==> src/rtl/core/tsag_pkg.sv <==
// shared types and constants for the tensor slice address generator
package tsag_pkg;

  localparam int unsigned DIMS   = 4;
  localparam int unsigned EXT_W  = 16;
  localparam int unsigned IDX_W  = 32;
  localparam int unsigned DIM_W  = $clog2(DIMS) > 0 ? $clog2(DIMS) : 1;
  localparam int unsigned STEPS  = IDX_W + 1;
  localparam int unsigned NCELLS = DIMS * STEPS;

  typedef enum logic [1:0] {
    REG_NUM_DIMS      = 2'd0,
    REG_IN_EXTENTS    = 2'd1,
    REG_OUT_EXTENTS   = 2'd2,
    REG_START_OFFSETS = 2'd3
  } tsag_reg_e;

  typedef struct packed {
    logic [IDX_W-1:0] idx;
    logic [IDX_W-1:0] qr;
    logic [EXT_W-1:0] rem;
    logic [IDX_W-1:0] addr;
    logic [IDX_W-1:0] stride;
  } tsag_beat_t;

endpackage

==> src/rtl/core/tsag_mac_cell.sv <==
// offset, stride weighting and accumulation for one dimension
module tsag_mac_cell import tsag_pkg::*; (
  input  logic             clk_i,
  input  logic             rst_ni,
  input  logic             valid_i,
  input  tsag_beat_t       beat_i,
  input  logic             active_i,
  input  logic [EXT_W-1:0] in_ext_i,
  input  logic [EXT_W-1:0] offset_i,
  output logic             valid_o,
  output tsag_beat_t       beat_o
);

  logic [EXT_W:0]   coord;
  logic [IDX_W-1:0] term;
  logic [IDX_W-1:0] stride_n;
  tsag_beat_t       beat_d;
  tsag_beat_t       beat_q;
  logic             valid_q;

  assign coord    = {1'b0, beat_i.rem} + {1'b0, offset_i};
  assign term     = IDX_W'(coord) * beat_i.stride;
  assign stride_n = beat_i.stride * IDX_W'(in_ext_i);

  always_comb begin
    beat_d     = beat_i;
    beat_d.rem = '0;
    if (active_i) begin
      beat_d.addr   = beat_i.addr + term;
      beat_d.stride = stride_n;
    end
  end

  always_ff @(posedge clk_i or negedge rst_ni) begin
    if (!rst_ni) begin
      valid_q <= 1'b0;
    end else begin
      valid_q <= valid_i;
    end
  end

  always_ff @(posedge clk_i) begin
    beat_q <= beat_d;
  end

  assign valid_o = valid_q;
  assign beat_o  = beat_q;

endmodule

==> config.mk <==
export PLATFORM = sky130hd
export DESIGN_NAME = tsag_mac_cell
export DESIGN_NICKNAME = d
export VERILOG_FILES = /design/src/rtl/core/tsag_pkg.sv /design/src/rtl/core/tsag_mac_cell.sv
export SDC_FILE = /design/constraint.sdc
export NUM_CORES = 2
export LEC_CHECK = 0
export BUFFER_PORTS_ARGS = -buffer_cell sky130_fd_sc_hd__buf_4
export CORE_AREA = 2 2 228 319
export DETAILED_ROUTE_END_ITERATION = 8
export DIE_AREA = 0 0 230 321
export PLACE_DENSITY = 0.65
export SYNTH_ARGS = -nofsm -noshare
export SYNTH_HDL_FRONTEND = slang
export SYNTH_SLANG_ARGS = --single-unit
==> constraint.sdc <==
create_clock -name clk_i -period 0.8 [get_ports clk_i]
set_clock_uncertainty 0.2 [all_clocks]
set_input_delay 0.04 -clock clk_i [delete_from_list [all_inputs] [get_ports clk_i]]
set_output_delay 0.04 -clock clk_i [all_outputs]
set_load 0.01 [all_outputs]
==> out/results.ini <==
[die]
die_area_sq_um = 73800
start_util_pct = 39.6
die_h_microns = 321
core_area_sq_um = 71100
pin_count = 325
num_rows = 116
die_w_microns = 230

[sta]
finalCriticalPeriod_ps = 7340
clock.fmax_mhz = 136
setup_viol = 192
finalHoldViolCount = 33
rsz0062_at_grt = yes
slew_viol_final = 0
whs_ps = -367
tns_ps = -317500
setup_ws_ps = -6540
min_period_over_period_pct = 918

[critical_path]
cp.required_ps = 970
cp-end-kind = flip-flop
crit_path_max_fanout = 7
cp_slowest_cell = fa_1
startpoint_type = input pin
cp_slowest_stage_delay_ps = 530
crit_arrival_ps = 7520
worst-setup-path-type = in -> reg
path_common_cell = fa_1

[clock_network]
cts_tree = built
cts_sinks = 129
cts_root_buf = clkbuf_16
path_clk_slew_ps = 70
ctsHtreeMaxLevel = 4
clockBufferDepth = 2
numCtsBuffers = 17
cts_hold_buf = 97

[drt]
detail-route-antenna-nets = 0
drc = 0
wl_per_cell_microns = 17.8
drt_pass1_iterations = 5
drt_iter0_markers = 1104
drt_wl_total_mm = 87.1
vias = 23500
viasPerCell = 4.80

[run]
drv_cap = 0

[final_layout]
nFillCells = 6056
area_growth_pct = 43.4
register_area_sq_um = 2740
multi_input_area_sq_um = 24100
drive_gt1_share_pct = 34.1
layout.nets = 4928
final_cell_mix = 745 x inv_1, 629 x fa_1, 561 x nand2_1, 521 x buf_4, 216 x buf_6
final_common_cell = inv_1

[outcome]
status = complete, but fails checks
failed_checks = negative hold slack, negative setup slack

[synthesis]
synthArstFlopShare_pct = 0.775
ys.flop_type = dfxtp_1
ys_ff_latch = 129
netlist_instances = 3178
yosys_warnings = 0
synth_edf_count = 0
avgSynthCellArea_sq_um = 8.85
yosysUniqueCellTypes = 54
seq_area_frac_synth_pct = 9.20
netlist_area_sq_um = 28100

[grt]
grt_pass1_vias = 25900
grt_pass1_wl_mm = 136
grt_max_degree = 36
gr-usage-all-layers_pct = 24.0
overflow = 0
antenna_found_initial = 3

[placement]
io_buffers = 308
dpl.hpwl_mm = 69.1
gp_congestion = 0.888

[hold_path]
hp-class = in -> reg

==> layout make-up <==
cell class / instances / share of cell area, %
diodes: 2 / 0.0124
clock buffers: 17 / 1.05
flip-flops and latches: 129 / 6.78
inverters: 797 / 7.42
repair buffers: 911 / 21.6
clock inverters: 15 / 0.431
well taps: 944 / 2.93
multi-input cells: 2089 / 59.7
==> registers in the layout (all words and copies together), names as in the netlist <==
signal   cells
beat_o     128
valid_o      1
==> timing repair <==
action	4_1_cts	5_1_grt
resized for setup	532	209
cloned	2	2
hold endpoints to repair	130	40
setup buffers	59	40
pin swaps	168	129
endpoints found under the setup margin	192	192
==> kinds of logic (layout without fill, tap and decap cells) <==
kind of cell	after synthesis	after routing	synth area share, %
AOI/OAI and AO/OA	193	194	4.38
other	1	18	0.0133
muxes	36	36	1.42
buffers and inverters	976	1740	13.2
and+or+nand+nor	919	919	14.8
adders and majority gates	803	803	53.2
xor gates and xnor gates	121	121	3.84
DFF	129	129	9.20
==> per-stage QoR <==
| stage | cell area (sq um) | setup slack (ps) | std cells | util (%) |
|---|---|---|---|---|
| after global routing | 40300 | -6740 | 4904 | 56.7 |
| final | 40300 | -6540 | 4904 | 56.7 |
| after detailed placement | 35200 | -7370 | 4678 | 49.4 |
| after global placement | 35200 | -7270 | 4678 | 49.4 |
| after CTS | 39200 | -6490 | 4865 | 55.2 |
| after floorplan | 29500 | -6690 | 3193 | - |
==> worst paths after layout <==
path | from | to | slack (ps) | cells past startpoint
worst max-delay path | beat_i[64] | beat_o[63]$_DFF_P_ | -6540 | 35
worst min-delay path | beat_i[32] | beat_o[32]$_DFF_P_ | -370 | 2
max in group asynchronous | rst_ni | valid_o$_DFF_PN0_ | 100 | 3
min in group asynchronous | rst_ni | valid_o$_DFF_PN0_ | 200 | 3
==> cell usage after synthesis, drive strengths merged, types with 6 or more instances <==
| cell | number | area share, % |
|---|---|---|
| o21bai | 17 | 0.45 |
| xor2 | 24 | 0.75 |
| inv | 797 | 11 |
| nand2 | 602 | 8.0 |
| nor2b | 18 | 0.40 |
| a31oi | 6 | 0.13 |
| buf | 21 | 0.49 |
| o21a | 6 | 0.16 |
| nor3 | 13 | 0.23 |
| o21ai | 40 | 0.71 |
| mux2 | 32 | 1.3 |
| clkbuf | 158 | 2.1 |
| and2 | 188 | 4.2 |
| a21oi | 58 | 1.0 |
| nor2 | 27 | 0.36 |
| nand3 | 14 | 0.25 |
| a21o | 37 | 0.99 |
| xnor2 | 96 | 3.0 |
| ha | 149 | 6.6 |
| fa | 654 | 47 |
| nand2b | 39 | 0.87 |
| dfxtp | 128 | 9.1 |
==> metal layers <==
metal | GRT usage [%] | wire [microns] | part of all wire, %
met1 | 26.6 | 31100 | 36
met2 | 44.4 | 46900 | 54
met3 | 3.30 | 4760 | 5.5
met4 | 12.6 | 4360 | 5.0
met5 | 0 | 0 | 0
==> worst max-delay path, delay by kind of cell <==
family | cells | cell delay (ps)
fa+ha+maj | 9 | 3700
compound gates | 8 | 1380
simple gates | 7 | 1260
buf+inv | 8 | 670
mux | 1 | 260
xor+xnor | 2 | 200
Power is not shown: default switching activity piles up to over one toggle a cycle in this logic, so the estimate is an artifact.
