<file path="src/rtl/core/tsag_pkg.sv">
// shared types and constants for the tensor slice address generator
package tsag_pkg;

  localparam int unsigned DIMS   = 4;
  localparam int unsigned EXT_W  = 16;
  localparam int unsigned IDX_W  = 32;
  localparam int unsigned DIM_W  = $clog2(DIMS) > 0 ? $clog2(DIMS) : 1;
  localparam int unsigned STEPS  = IDX_W + 1;
  localparam int unsigned NCELLS = DIMS * STEPS;

  typedef enum logic [1:0] {
    REG_NUM_DIMS      = 2'd0,
    REG_IN_EXTENTS    = 2'd1,
    REG_OUT_EXTENTS   = 2'd2,
    REG_START_OFFSETS = 2'd3
  } tsag_reg_e;

  typedef struct packed {
    logic [IDX_W-1:0] idx;
    logic [IDX_W-1:0] qr;
    logic [EXT_W-1:0] rem;
    logic [IDX_W-1:0] addr;
    logic [IDX_W-1:0] stride;
  } tsag_beat_t;

endpackage

</file>
<file path="src/rtl/core/tsag_div_cell.sv">
// one restoring division step of the coordinate split
module tsag_div_cell import tsag_pkg::*; (
  input  logic             clk_i,
  input  logic             rst_ni,
  input  logic             valid_i,
  input  tsag_beat_t       beat_i,
  input  logic [EXT_W-1:0] ext_i,
  output logic             valid_o,
  output tsag_beat_t       beat_o
);

  logic [EXT_W:0]   trial;
  logic [EXT_W:0]   ext_x;
  logic             qbit;
  tsag_beat_t       beat_d;
  tsag_beat_t       beat_q;
  logic             valid_q;

  assign trial = {beat_i.rem, beat_i.qr[IDX_W-1]};
  assign ext_x = {1'b0, ext_i};

  always_comb begin
    beat_d = beat_i;
    qbit   = 1'b0;
    if (ext_i == '0) begin
      // zero extent: dividend passes on untouched
      qbit       = beat_i.qr[IDX_W-1];
      beat_d.rem = '0;
    end else if (trial >= ext_x) begin
      qbit       = 1'b1;
      beat_d.rem = EXT_W'(trial - ext_x);
    end else begin
      beat_d.rem = trial[EXT_W-1:0];
    end
    beat_d.qr = {beat_i.qr[IDX_W-2:0], qbit};
  end

  always_ff @(posedge clk_i or negedge rst_ni) begin
    if (!rst_ni) begin
      valid_q <= 1'b0;
    end else begin
      valid_q <= valid_i;
    end
  end

  always_ff @(posedge clk_i) begin
    beat_q <= beat_d;
  end

  assign valid_o = valid_q;
  assign beat_o  = beat_q;

endmodule

</file>
<file path="config.mk">
export PLATFORM = sky130hd
export DESIGN_NAME = tsag_div_cell
export DESIGN_NICKNAME = d
export VERILOG_FILES = /design/src/rtl/core/tsag_pkg.sv /design/src/rtl/core/tsag_div_cell.sv
export SDC_FILE = /design/constraint.sdc
export NUM_CORES = 1
export LEC_CHECK = 0
export ABC_AREA = 1
export BUFFER_PORTS_ARGS = -buffer_cell sky130_fd_sc_hd__buf_4
export CAP_MARGIN = 20
export CORE_AREA = 2 2 120 122
export CTS_BUF_LIST = sky130_fd_sc_hd__clkbuf_2
export DETAILED_ROUTE_END_ITERATION = 10
export DIE_AREA = 0 0 122 124
export GPL_TIMING_DRIVEN = 0
export HOLD_SLACK_MARGIN = 0.08
export PLACE_DENSITY = 0.65
export SLEW_MARGIN = 20
export SYNTH_ARGS = -nofsm -noshare
export SYNTH_HDL_FRONTEND = slang
export SYNTH_SLANG_ARGS = --single-unit
</file>
<file path="constraint.sdc">
create_clock -name clk_i -period 0.8 [get_ports clk_i]
set_input_delay 0.08 -clock clk_i [delete_from_list [all_inputs] [get_ports clk_i]]
set_output_delay 0.08 -clock clk_i [all_outputs]
set_load 0.02 [all_outputs]
</file>
==> results of run 1 <==
-- cells in the mapped netlist, types with 2 or more instances --
cell type	n
dfxtp_1	144
nand2_1	105
inv_1	64
nor2_1	35
ha_1	16
nand3_1	16
nand3b_1	11
a21oi_1	8
nand2_2	8
nand4_1	8
xor2_1	5
nand3_2	4
nor2_2	4
and2_1	3
inv_2	3
nor2_4	3
buf_6	2
nand2_4	2
nor4_1	2
-- logic make-up after synthesis --
group | count (synthesis) | synth area share
buf+inv | 70 | 0.0625
compound gates | 9 | 0.0101
xor+xnor | 6 | 0.0118
flops | 145 | 0.652
simple gates | 204 | 0.215
fa+ha+maj | 17 | 0.0493
-- per-stage QoR --
stage	instance area, um2	worst slack [ps]	setup TNS, ps	utilization
floorplan	4720	-594	-8170	-
global placement	7250	-960	-14640	0.528
detailed placement	7250	-958	-14670	0.528
==> run summary, run 1 <==
flops & latches, synth -> 145
Avg Synthesized Cell Area -> 9.90 um2
CTS sink count -> 145
setup bufs post-CTS -> 11
post_cts resized -> 315
Post-Synthesis Cells -> 451
port buffer count -> 307
Synth area leaders -> dfxtp_1 65%, nand2_1 8.8%, inv_1 5.4%
die width -> 122 um
CTS buffer count -> 17
post-DP HPWL -> 13,600 um
IO Pins -> 308
CTS max path bufs -> 2
Rows -> 43
Seq/Total Area, Yosys -> 0.652
area share of the largest cell type after synthesis -> 0.646
Run Error -> [ERROR RSZ-0060] Max buffer count reached.
initial core utilization -> 0.325
Inst Count DP -> 938
Die Y -> 124 um
count of flip-flops with a built-in enable after synthesis -> 0
Mapped Nets -> 631
post-synthesis cell type with the largest combined area -> dfxtp_1
Unique masters post-synth -> 27
Post-Syn Area -> 4460 um2
CTS Root Cell -> clkbuf_2
outcome -> did not finish
Post-CTS Hold Buffers -> 198
Ys Warns -> 0
CTS HTree Levels -> 4
asr flop ratio synth -> 0.00690
Fail Step -> 4_1_cts
most used flip-flop cell after synthesis -> dfxtp_1
routability cong. -> 0.920
==> run 2, diff against run 1 <==
--- a/config.mk
+++ b/config.mk
@@ -8,13 +8,11 @@
 export ABC_AREA = 1
 export BUFFER_PORTS_ARGS = -buffer_cell sky130_fd_sc_hd__buf_4
 export CAP_MARGIN = 20
-export CORE_AREA = 2 2 120 122
-export CTS_BUF_LIST = sky130_fd_sc_hd__clkbuf_2
+export CORE_AREA = 2 2 119 121
 export DETAILED_ROUTE_END_ITERATION = 10
-export DIE_AREA = 0 0 122 124
+export DIE_AREA = 0 0 121 123
 export GPL_TIMING_DRIVEN = 0
-export HOLD_SLACK_MARGIN = 0.08
-export PLACE_DENSITY = 0.65
+export PLACE_DENSITY_LB_ADDON = 0.15
 export SLEW_MARGIN = 20
 export SYNTH_ARGS = -nofsm -noshare
 export SYNTH_HDL_FRONTEND = slang
==> run 2 against run 1 <==
  * The flow now finishes, with violations (setup timing)
  * Synthesized cell count stayed put
  * Synthesized area did not move
==> run summary, run 2 <==
Switching Share -> 0.283
worst min path class -> in -> reg
critical path launch point type -> primary input
most frequent cells after synthesis -> 144 x dfxtp_1, 105 x nand2_1, 64 x inv_1 (unchanged)
synth-to-layout area growth -> 134%
most used flip-flop cell after synthesis -> dfxtp_1 (unchanged)
initial antenna violation count -> 2
setup TNS -> -26,430 ps
Peak supply drop -> 1.29 mV
final worst setup slack -> -371 ps
drt drc -> 0
flops & latches, synth -> 145 (unchanged)
CTS max path bufs -> 2 (unchanged)
Die Y -> 123 um (was 124 um)
Avg WL per Cell -> 19.5 um
Rows -> 43 (unchanged)
min Tclk post-route -> 1170 ps
P_sw -> 0.00599 W
met1 wire length -> 8220 um
largest net degree at the start of global routing -> 17
f_max -> 854 MHz
CP endpoint kind -> register
Critical Path Slowest Stage Cell -> ha_4
Post-Syn Area -> 4460 um2 (unchanged)
Final nets -> 1,123
Unique masters post-synth -> 27 (unchanged)
most common cell after layout, fill and taps aside -> buf_4
fraction of layout instances using a drive strength above 1 -> 0.653
initial detailed-routing violation count -> 293
Core Area -> 13,600 um2
placed standard-cell area -> 7250 um2 (unchanged)
Antenna Violating Nets Remaining -> 0
Pint -> 0.0152 W
drt total wl -> 22,200 um
final-report hold violation count -> 0
CTS buffer count -> 17 (unchanged)
crit-path max FO -> 10
Max Cap Violations -> 0
Arrival @ worst endpoint -> 1520 ps
met3 WL -> 1420 um
Leak -> 4.99 nW
Inst Count DP -> 938 (unchanged)
CTS Root Cell -> clkbuf_16 (was clkbuf_2)
Post-Synthesis Cells -> 451 (unchanged)
CTS HTree Levels -> 4 (unchanged)
Synth area leaders -> dfxtp_1 65%, nand2_1 8.8%, inv_1 5.4% (unchanged)
Comb pwr share -> 0.229
Avg Synthesized Cell Area -> 9.90 um2 (unchanged)
final slew viol count -> 0
count of flip-flops with a built-in enable after synthesis -> 0 (unchanged)
drt pass-1 iters -> 5
Setup CP Type -> in -> reg
post-DP HPWL -> 13,100 um (was 13,600 um)
# setup viols final -> 162
Clk network pwr share -> 0.387
Worst-path clk slew -> 60 ps
IO Pins -> 308 (unchanged)
most common cell in the synthesized netlist -> dfxtp_1 (unchanged)
# fillers -> 827
Routed met2 length -> 11,700 um
post-synthesis cell type with the largest combined area -> dfxtp_1 (unchanged)
relative slew slack -> 0.755
most frequent cells in the layout -> 177 x buf_4, 155 x buf_6, 143 x dfxtp_2, 139 x dlygate4sd3_1, 75 x nand2_1
crit-path max cell delay -> 260 ps
PwrDens -> 2030 nW/um2
routability cong. -> 0.910 (was 0.920)
Layout Cells excl Fill -> 1,138
first-pass GRT wire length -> 31,200 um
Mapped Nets -> 631 (unchanged)
routed vias/inst -> 4.38
CTS sink count -> 145 (unchanged)
Ys Warns -> 0 (unchanged)
Final period util -> 1.46
critical-path cell list -> buf_6 > inv_2 > ha_4 > nand2_2 > inv_2 > nand4_1 > nor2_4 > nor2_4 > nand2_8 > inv_6 > nor2_1 > nor2_1
Tot GR Track Use -> 0.290
Placement Setup Slack -> -940 ps (was -958 ps)
die width -> 121 um (was 122 um)
total die area -> 14,900 um2
port buffer count -> 307 (unchanged)
worst slew pin tran -> 365 ps
area share of the largest cell type after synthesis -> 0.646 (unchanged)
number of global-route vias before repair -> 5,260
failing checks -> setup timing
grt ovf -> 0
Sequential Power Share -> 0.384
outcome -> complete, but fails checks (was did not finish)
initial core utilization -> 0.328 (was 0.325)
CTS tree -> built
max reg flops -> 144
CP Data Required Time -> 1150 ps
Final Cell Area -> 10,400 um2
Seq/Total Area, Yosys -> 0.652 (unchanged)
final core occ -> 0.766
via count -> 4,979
RSZ-0062 raised after global routing -> true
Highest Signal Layer -> met4
asr flop ratio synth -> 0.00690 (unchanged)
## run 2: worst paths after layout
kind,from,end,depth (start not counted)
max in group asynchronous,rst_ni,valid_o,3
setup / recovery,ext_i[13],beat_o[65],12
min in group asynchronous,rst_ni,valid_o,3
hold / removal,beat_i[73],beat_o[74],4
## run 2: area by class of cell
cell class / instances / area [um2] / share of cell area
Tap cell: 180 / 225 / 0.0216
Antenna cell: 2 / 5.00 / 0.000480
Timing Repair Buffer: 473 / 4500 / 0.431
Buffer: 3 / 31.3 / 0.00300
Clock buffer: 18 / 429 / 0.0411
Clock inverter: 14 / 174 / 0.0167
Multi-Input combinational cell: 236 / 1690 / 0.162
Sequential cell: 145 / 3090 / 0.296
Inverter: 67 / 290 / 0.0278
## run 2: power groups by stage
stage | registers (W) | logic [W] | clock network (W)
after global routing | 0.00814 | 0.00511 | 0.00869
after global placement | 0.00802 | 0.00343 | 0
final | 0.00811 | 0.00484 | 0.00819
after floorplan | 0.00867 | 0.00104 | 0
after detailed placement | 0.00803 | 0.00345 | 0
after CTS | 0.00807 | 0.00457 | 0.00820
## run 2: stage by stage
step,hold slack [ps],power [W]
finish,13.6,0.0211
global route,18.8,0.0219
CTS,0.441,0.0208
detailed placement,-143,0.0115
global placement,-144,0.0115
floorplan,-216,0.00971
## run 2: worst max-delay path, delay by kind of cell
kind | cells | cell delay [ps]
buffers and inverters | 4 | 330
and+or+nand+nor | 7 | 830
adders and majority gates | 1 | 260
## run 2: metal layers
metal	vias up	GRT usage
met3	51	0.0973
met1	2332	0.309
met5	-	0
met2	214	0.525
met4	0	0.124
li1	2382	-
## run 2: what timing repair did
item | in CTS | in global routing
hold endpoints to repair | 138 | 0
cloned | 1 | 0
buffers inserted | 20 | 6
resized for setup | 337 | 45
hold buffers | 139 | 0
pin swaps | 31 | 29
setup endpoints to repair | 162 | 162
## run 2: cell families after synthesis
group	Yosys count	share of synthesized area
buffers and inverters	70	0.0625
xor gates and xnor gates	6	0.0118
DFF	145	0.652
AOI/OAI and AO/OA	9	0.0101
adders and majority gates	17	0.0493
and+or+nand+nor	204	0.215
Note: power is estimated with default switching activity, not from simulation.
==> run 3, diff against run 2 <==
--- a/config.mk
+++ b/config.mk
@@ -5,12 +5,11 @@
 export SDC_FILE = /design/constraint.sdc
 export NUM_CORES = 1
 export LEC_CHECK = 0
-export ABC_AREA = 1
+export ABC_AREA = 0
 export BUFFER_PORTS_ARGS = -buffer_cell sky130_fd_sc_hd__buf_4
 export CAP_MARGIN = 20
-export CORE_AREA = 2 2 119 121
+export CORE_UTILIZATION = 25
 export DETAILED_ROUTE_END_ITERATION = 10
-export DIE_AREA = 0 0 121 123
 export GPL_TIMING_DRIVEN = 0
 export PLACE_DENSITY_LB_ADDON = 0.15
 export SLEW_MARGIN = 20
==> run 3 against run 2 <==
  * The flow still finishes with violations (setup timing)
  * Critical path depth is 1 lower
  * Sequential power about the same
  * Global-route usage shrank 6.9 points
  * Final cell count decreased by 7.3%
  * Via count is 9.1% lower
  * Clock power down 8.7%
  * Largest cell class unchanged
  * Highest routed layer unchanged
==> run summary, run 3 <==
outcome -> complete, but fails checks (unchanged)
Switching Share -> 0.277 (was 0.283)
min Tclk post-route -> 1810 ps (was 1170 ps)
initial antenna violation count -> 0 (was 2)
number of global-route vias before repair -> 4,868 (was 5,260)
area share of the largest cell type after synthesis -> 0.688 (was 0.646)
Post-Synthesis Cells -> 335 (was 451)
final-report hold violation count -> 0 (unchanged)
Setup CP Type -> in -> reg (unchanged)
initial core utilization -> 0.260 (was 0.328)
CTS HTree Levels -> 4 (unchanged)
post-synthesis cell type with the largest combined area -> dfxtp_1 (unchanged)
drt pass-1 iters -> 4 (was 5)
Comb pwr share -> 0.228 (was 0.229)
Sequential Power Share -> 0.401 (was 0.384)
Core Area -> 16,100 um2 (was 13,600 um2)
met1 wire length -> 6810 um (was 8220 um)
CTS Root Cell -> clkbuf_16 (unchanged)
met3 WL -> 1170 um (was 1420 um)
Design Power -> 0.0202 W (was 0.0211 W)
Avg Synthesized Cell Area -> 12.5 um2 (was 9.90 um2)
Final period util -> 2.26 (was 1.46)
Routed met2 length -> 10,200 um (was 11,700 um)
CTS tree -> built (unchanged)
most frequent cells in the layout -> 177 x buf_4, 153 x buf_6, 143 x dfxtp_2, 143 x dlygate4sd3_1, 17 x clkbuf_16 (was 177 x buf_4, 155 x buf_6, 143 x dfxtp_2, 139 x dlygate4sd3_1, 75 x nand2_1)
Ys Warns -> 0 (unchanged)
flops & latches, synth -> 145 (unchanged)
Pint -> 0.0146 W (was 0.0152 W)
post-DP HPWL -> 12,200 um (was 13,100 um)
# setup viols final -> 162 (unchanged)
routability cong. -> 0.835 (was 0.910)
Final nets -> 1,006 (was 1,123)
Seq/Total Area, Yosys -> 0.694 (was 0.652)
drt total wl -> 19,000 um (was 22,200 um)
CTS buffer count -> 17 (unchanged)
Post-Syn Area -> 4190 um2 (was 4460 um2)
relative slew slack -> 0.711 (was 0.755)
P_sw -> 0.00558 W (was 0.00599 W)
Placement Setup Slack -> -1580 ps (was -940 ps)
Synth area leaders -> dfxtp_1 69%, ha_1 4.8%, a21oi_1 1.9% (was dfxtp_1 65%, nand2_1 8.8%, inv_1 5.4%)
final slew viol count -> 0 (unchanged)
Rows -> 46 (was 43)
crit-path max FO -> 3 (was 10)
first-pass GRT wire length -> 28,600 um (was 31,200 um)
worst min path class -> in -> reg (unchanged)
max reg flops -> 144 (unchanged)
final core occ -> 0.624 (was 0.766)
drt drc -> 0 (unchanged)
grt ovf -> 0 (unchanged)
Max Cap Violations -> 0 (unchanged)
Leak -> 4.51 nW (was 4.99 nW)
port buffer count -> 307 (unchanged)
most common cell after layout, fill and taps aside -> buf_4 (unchanged)
Highest Signal Layer -> met4 (unchanged)
failing checks -> setup timing (unchanged)
worst slew pin tran -> 430 ps (was 365 ps)
f_max -> 552 MHz (was 854 MHz)
asr flop ratio synth -> 0.00690 (unchanged)
CTS sink count -> 145 (unchanged)
fraction of layout instances using a drive strength above 1 -> 0.675 (was 0.653)
Clk network pwr share -> 0.371 (was 0.387)
RSZ-0062 raised after global routing -> true (unchanged)
routed vias/inst -> 4.29 (was 4.38)
CTS max path bufs -> 2 (unchanged)
Die Y -> 131 um (was 123 um)
IO Pins -> 308 (unchanged)
total die area -> 17,300 um2 (was 14,900 um2)
setup TNS -> -34,250 ps (was -26,430 ps)
Unique masters post-synth -> 55 (was 27)
Ant. Diodes -> 0 (was 2)
most common cell in the synthesized netlist -> dfxtp_1 (unchanged)
PwrDens -> 2000 nW/um2 (was 2030 nW/um2)
CP endpoint kind -> register (unchanged)
Tot GR Track Use -> 0.221 (was 0.290)
Avg WL per Cell -> 18.0 um (was 19.5 um)
die width -> 131 um (was 121 um)
Arrival @ worst endpoint -> 2100 ps (was 1520 ps)
Worst-path clk slew -> 60 ps (about the same)
CP Data Required Time -> 1080 ps (was 1150 ps)
Mapped Nets -> 515 (was 631)
Antenna Violating Nets Remaining -> 0 (unchanged)
largest net degree at the start of global routing -> 17 (unchanged)
initial detailed-routing violation count -> 110 (was 293)
most used flip-flop cell after synthesis -> dfxtp_1 (unchanged)
via count -> 4,527 (was 4,979)
final worst setup slack -> -1010 ps (was -371 ps)
critical path launch point type -> primary input (unchanged)
most frequent cells after synthesis -> 144 x dfxtp_1, 19 x inv_1, 16 x a21oi_1, 16 x ha_1, 15 x o21ai_0 (was 144 x dfxtp_1, 105 x nand2_1, 64 x inv_1)
Peak supply drop -> 1.64 mV (was 1.29 mV)
count of flip-flops with a built-in enable after synthesis -> 0 (unchanged)
synth-to-layout area growth -> 140% (was 134%)
[run 3: cell count changes after synthesis, moves of 9 or more]
cell	before	now
nand2_1	105	8
inv_1	64	19
nor2_1	35	10
o21ai_0	1	15
nand3b_1	11	0
nor3_1	1	10
[run 3: repair_timing]
item	4_1_cts	5_1_grt
endpoints found under the setup margin	162	162
pin swaps	22	25
cloned	1	0
hold endpoints to repair	142	0
buffers inserted	11	12
resized for setup	314	33
hold buffers	143	0
[run 3: kinds of logic after synthesis]
| family | count (synthesis) | share of synthesized area |
|---|---|---|
| buffers and inverters | 25 | 0.0263 |
| xor gates and xnor gates | 7 | 0.0146 |
| and+or+nand+nor | 66 | 0.0872 |
| adders and majority gates | 17 | 0.0526 |
| DFF | 145 | 0.694 |
| AOI/OAI and AO/OA | 75 | 0.125 |
[run 3: routing by layer]
metal | up-vias | global-route usage
met5 | - | 0
met4 | 0 | 0.106
met3 | 47 | 0.0679
met2 | 195 | 0.412
met1 | 2114 | 0.221
li1 | 2171 | -
[run 3: power by group through the flow]
| stage | clock [W] | sequential [W] | combinational [W] |
|---|---|---|---|
| 6_report | 0.00748 | 0.00809 | 0.00459 |
| 5_1_grt | 0.00804 | 0.00813 | 0.00484 |
| 4_1_cts | 0.00758 | 0.00807 | 0.00439 |
| 3_5_place_dp | 0 | 0.00803 | 0.00329 |
| 3_3_place_gp | 0 | 0.00803 | 0.00328 |
| 2_1_floorplan | 0 | 0.00867 | 0.000908 |
[run 3: cell type report]
cell class | instances | area (um2)
timing repair buffer | 473 | 4520
inverter | 19 | 98.8
clock buffer | 18 | 439
fill | 1200 | 6060
clock inverter | 14 | 118
tap | 216 | 270
buffer | 5 | 46.3
sequential | 145 | 3090
multi-input combinational | 165 | 1480
[run 3: worst paths after layout]
check                            start    endpoint  slack (ps)  cells after the start
min in group asynchronous       rst_ni     valid_o         540                      3
max in group asynchronous       rst_ni     valid_o         150                      3
max                        beat_i[111]  beat_o[74]       -1010                     11
min                           ext_i[0]  beat_o[64]          20                      3
[run 3: critical path: stages]
cell and delay (ps):
buf_12 110, inv_12 40, ha_4 120, inv_2 30
fa_2 330, a21o_1 180, a32o_2 290, or2_4 240
a311oi_2 290, xor2_1 240, o22ai_1 150
[run 3: metrics by stage]
stage	hold WS [ps]	std cells	area, um2
6_report	22.0	1055	10100
5_1_grt	13.0	1055	10100
4_1_cts	3.01	1044	9870
3_5_place_dp	-144	858	6900
3_3_place_gp	-145	858	6900
2_1_floorplan	-216	335	4330
==> run 4, diff against run 3 <==
--- a/config.mk
+++ b/config.mk
@@ -6,10 +6,9 @@
 export NUM_CORES = 1
 export LEC_CHECK = 0
 export ABC_AREA = 0
-export BUFFER_PORTS_ARGS = -buffer_cell sky130_fd_sc_hd__buf_4
-export CAP_MARGIN = 20
 export CORE_UTILIZATION = 25
 export DETAILED_ROUTE_END_ITERATION = 10
+export DONT_BUFFER_PORTS = 1
 export GPL_TIMING_DRIVEN = 0
 export PLACE_DENSITY_LB_ADDON = 0.15
 export SLEW_MARGIN = 20
==> run 4 against run 3 <==
  * The run now fails in 4_1_cts
  * Synthesized area unchanged
  * Synthesized cell count unchanged
==> run summary, run 4 <==
outcome -> did not finish (was complete, but fails checks)
Fail Step -> 4_1_cts
Run Error -> [ERROR RSZ-0060] Max buffer count reached.
most common cell in the synthesized netlist -> dfxtp_1 (unchanged)
Rows -> 46 (unchanged)
largest family of logic cells by synthesized area -> compound AO/OA/AOI/OAI gates (unchanged)
CTS HTree Levels -> 4 (unchanged)
fraction of synthesized cell area in xor and xnor cells -> 0.0146 (unchanged)
Ys Warns -> 0 (unchanged)
post-DP HPWL -> 10,200 um (was 12,200 um)
most frequent cells after synthesis -> 144 x dfxtp_1, 19 x inv_1, 16 x a21oi_1, 16 x ha_1, 15 x o21ai_0 (unchanged)
Avg Synthesized Cell Area -> 12.5 um2 (unchanged)
Post-Synthesis Cells -> 335 (unchanged)
Synth Area in Compound Gates -> 0.125 (unchanged)
adder-cell share of the synthesized area -> 0.0526 (unchanged)
CTS max path bufs -> 2 (unchanged)
post-synthesis simple-gate area fraction -> 0.0872 (unchanged)
Unique masters post-synth -> 55 (unchanged)
Mapped Nets -> 515 (unchanged)
most used flip-flop cell after synthesis -> dfxtp_1 (unchanged)
die width -> 131 um (unchanged)
post-synthesis cell type with the largest combined area -> dfxtp_1 (unchanged)
Synth area leaders -> dfxtp_1 69%, ha_1 4.8%, a21oi_1 1.9% (unchanged)
Post-Syn Area -> 4190 um2 (unchanged)
routability cong. -> 0.842 (was 0.835)
port buffer count -> 0 (was 307)
mux contribution to synthesized area -> 0 (unchanged)
setup bufs post-CTS -> 13 (was 11)
Die Y -> 131 um (unchanged)
placed standard-cell area -> 4600 um2 (was 6900 um2)
CTS buffer count -> 17 (unchanged)
Seq/Total Area, Yosys -> 0.694 (unchanged)
CTS sink count -> 145 (unchanged)
IO Pins -> 308 (unchanged)
CTS Root Cell -> clkbuf_16 (unchanged)
initial core utilization -> 0.260 (unchanged)
asr flop ratio synth -> 0.00690 (unchanged)
post_cts resized -> 315 (was 314)
Post-CTS Hold Buffers -> 120 (was 143)
count of flip-flops with a built-in enable after synthesis -> 0 (unchanged)
area share of the largest cell type after synthesis -> 0.688 (unchanged)
flops & latches, synth -> 145 (unchanged)
run 4: logic make-up after synthesis:
logic type / after synthesis
flip-flops: 145
AO/OA/AOI/OAI: 75
AND/OR/NAND/NOR: 66
buffers and inverters: 25
adder cells (fa/ha/maj): 17
XOR/XNOR: 7
run 4: through the flow:
stage               setup slack [ps]  utilization  hold slack [ps]  std cells  TNS (ps)
floorplan                      -1130            -             -216        335    -17790
global placement               -1530        0.285             -216        551    -23970
detailed placement             -1500        0.285             -216        551    -24030
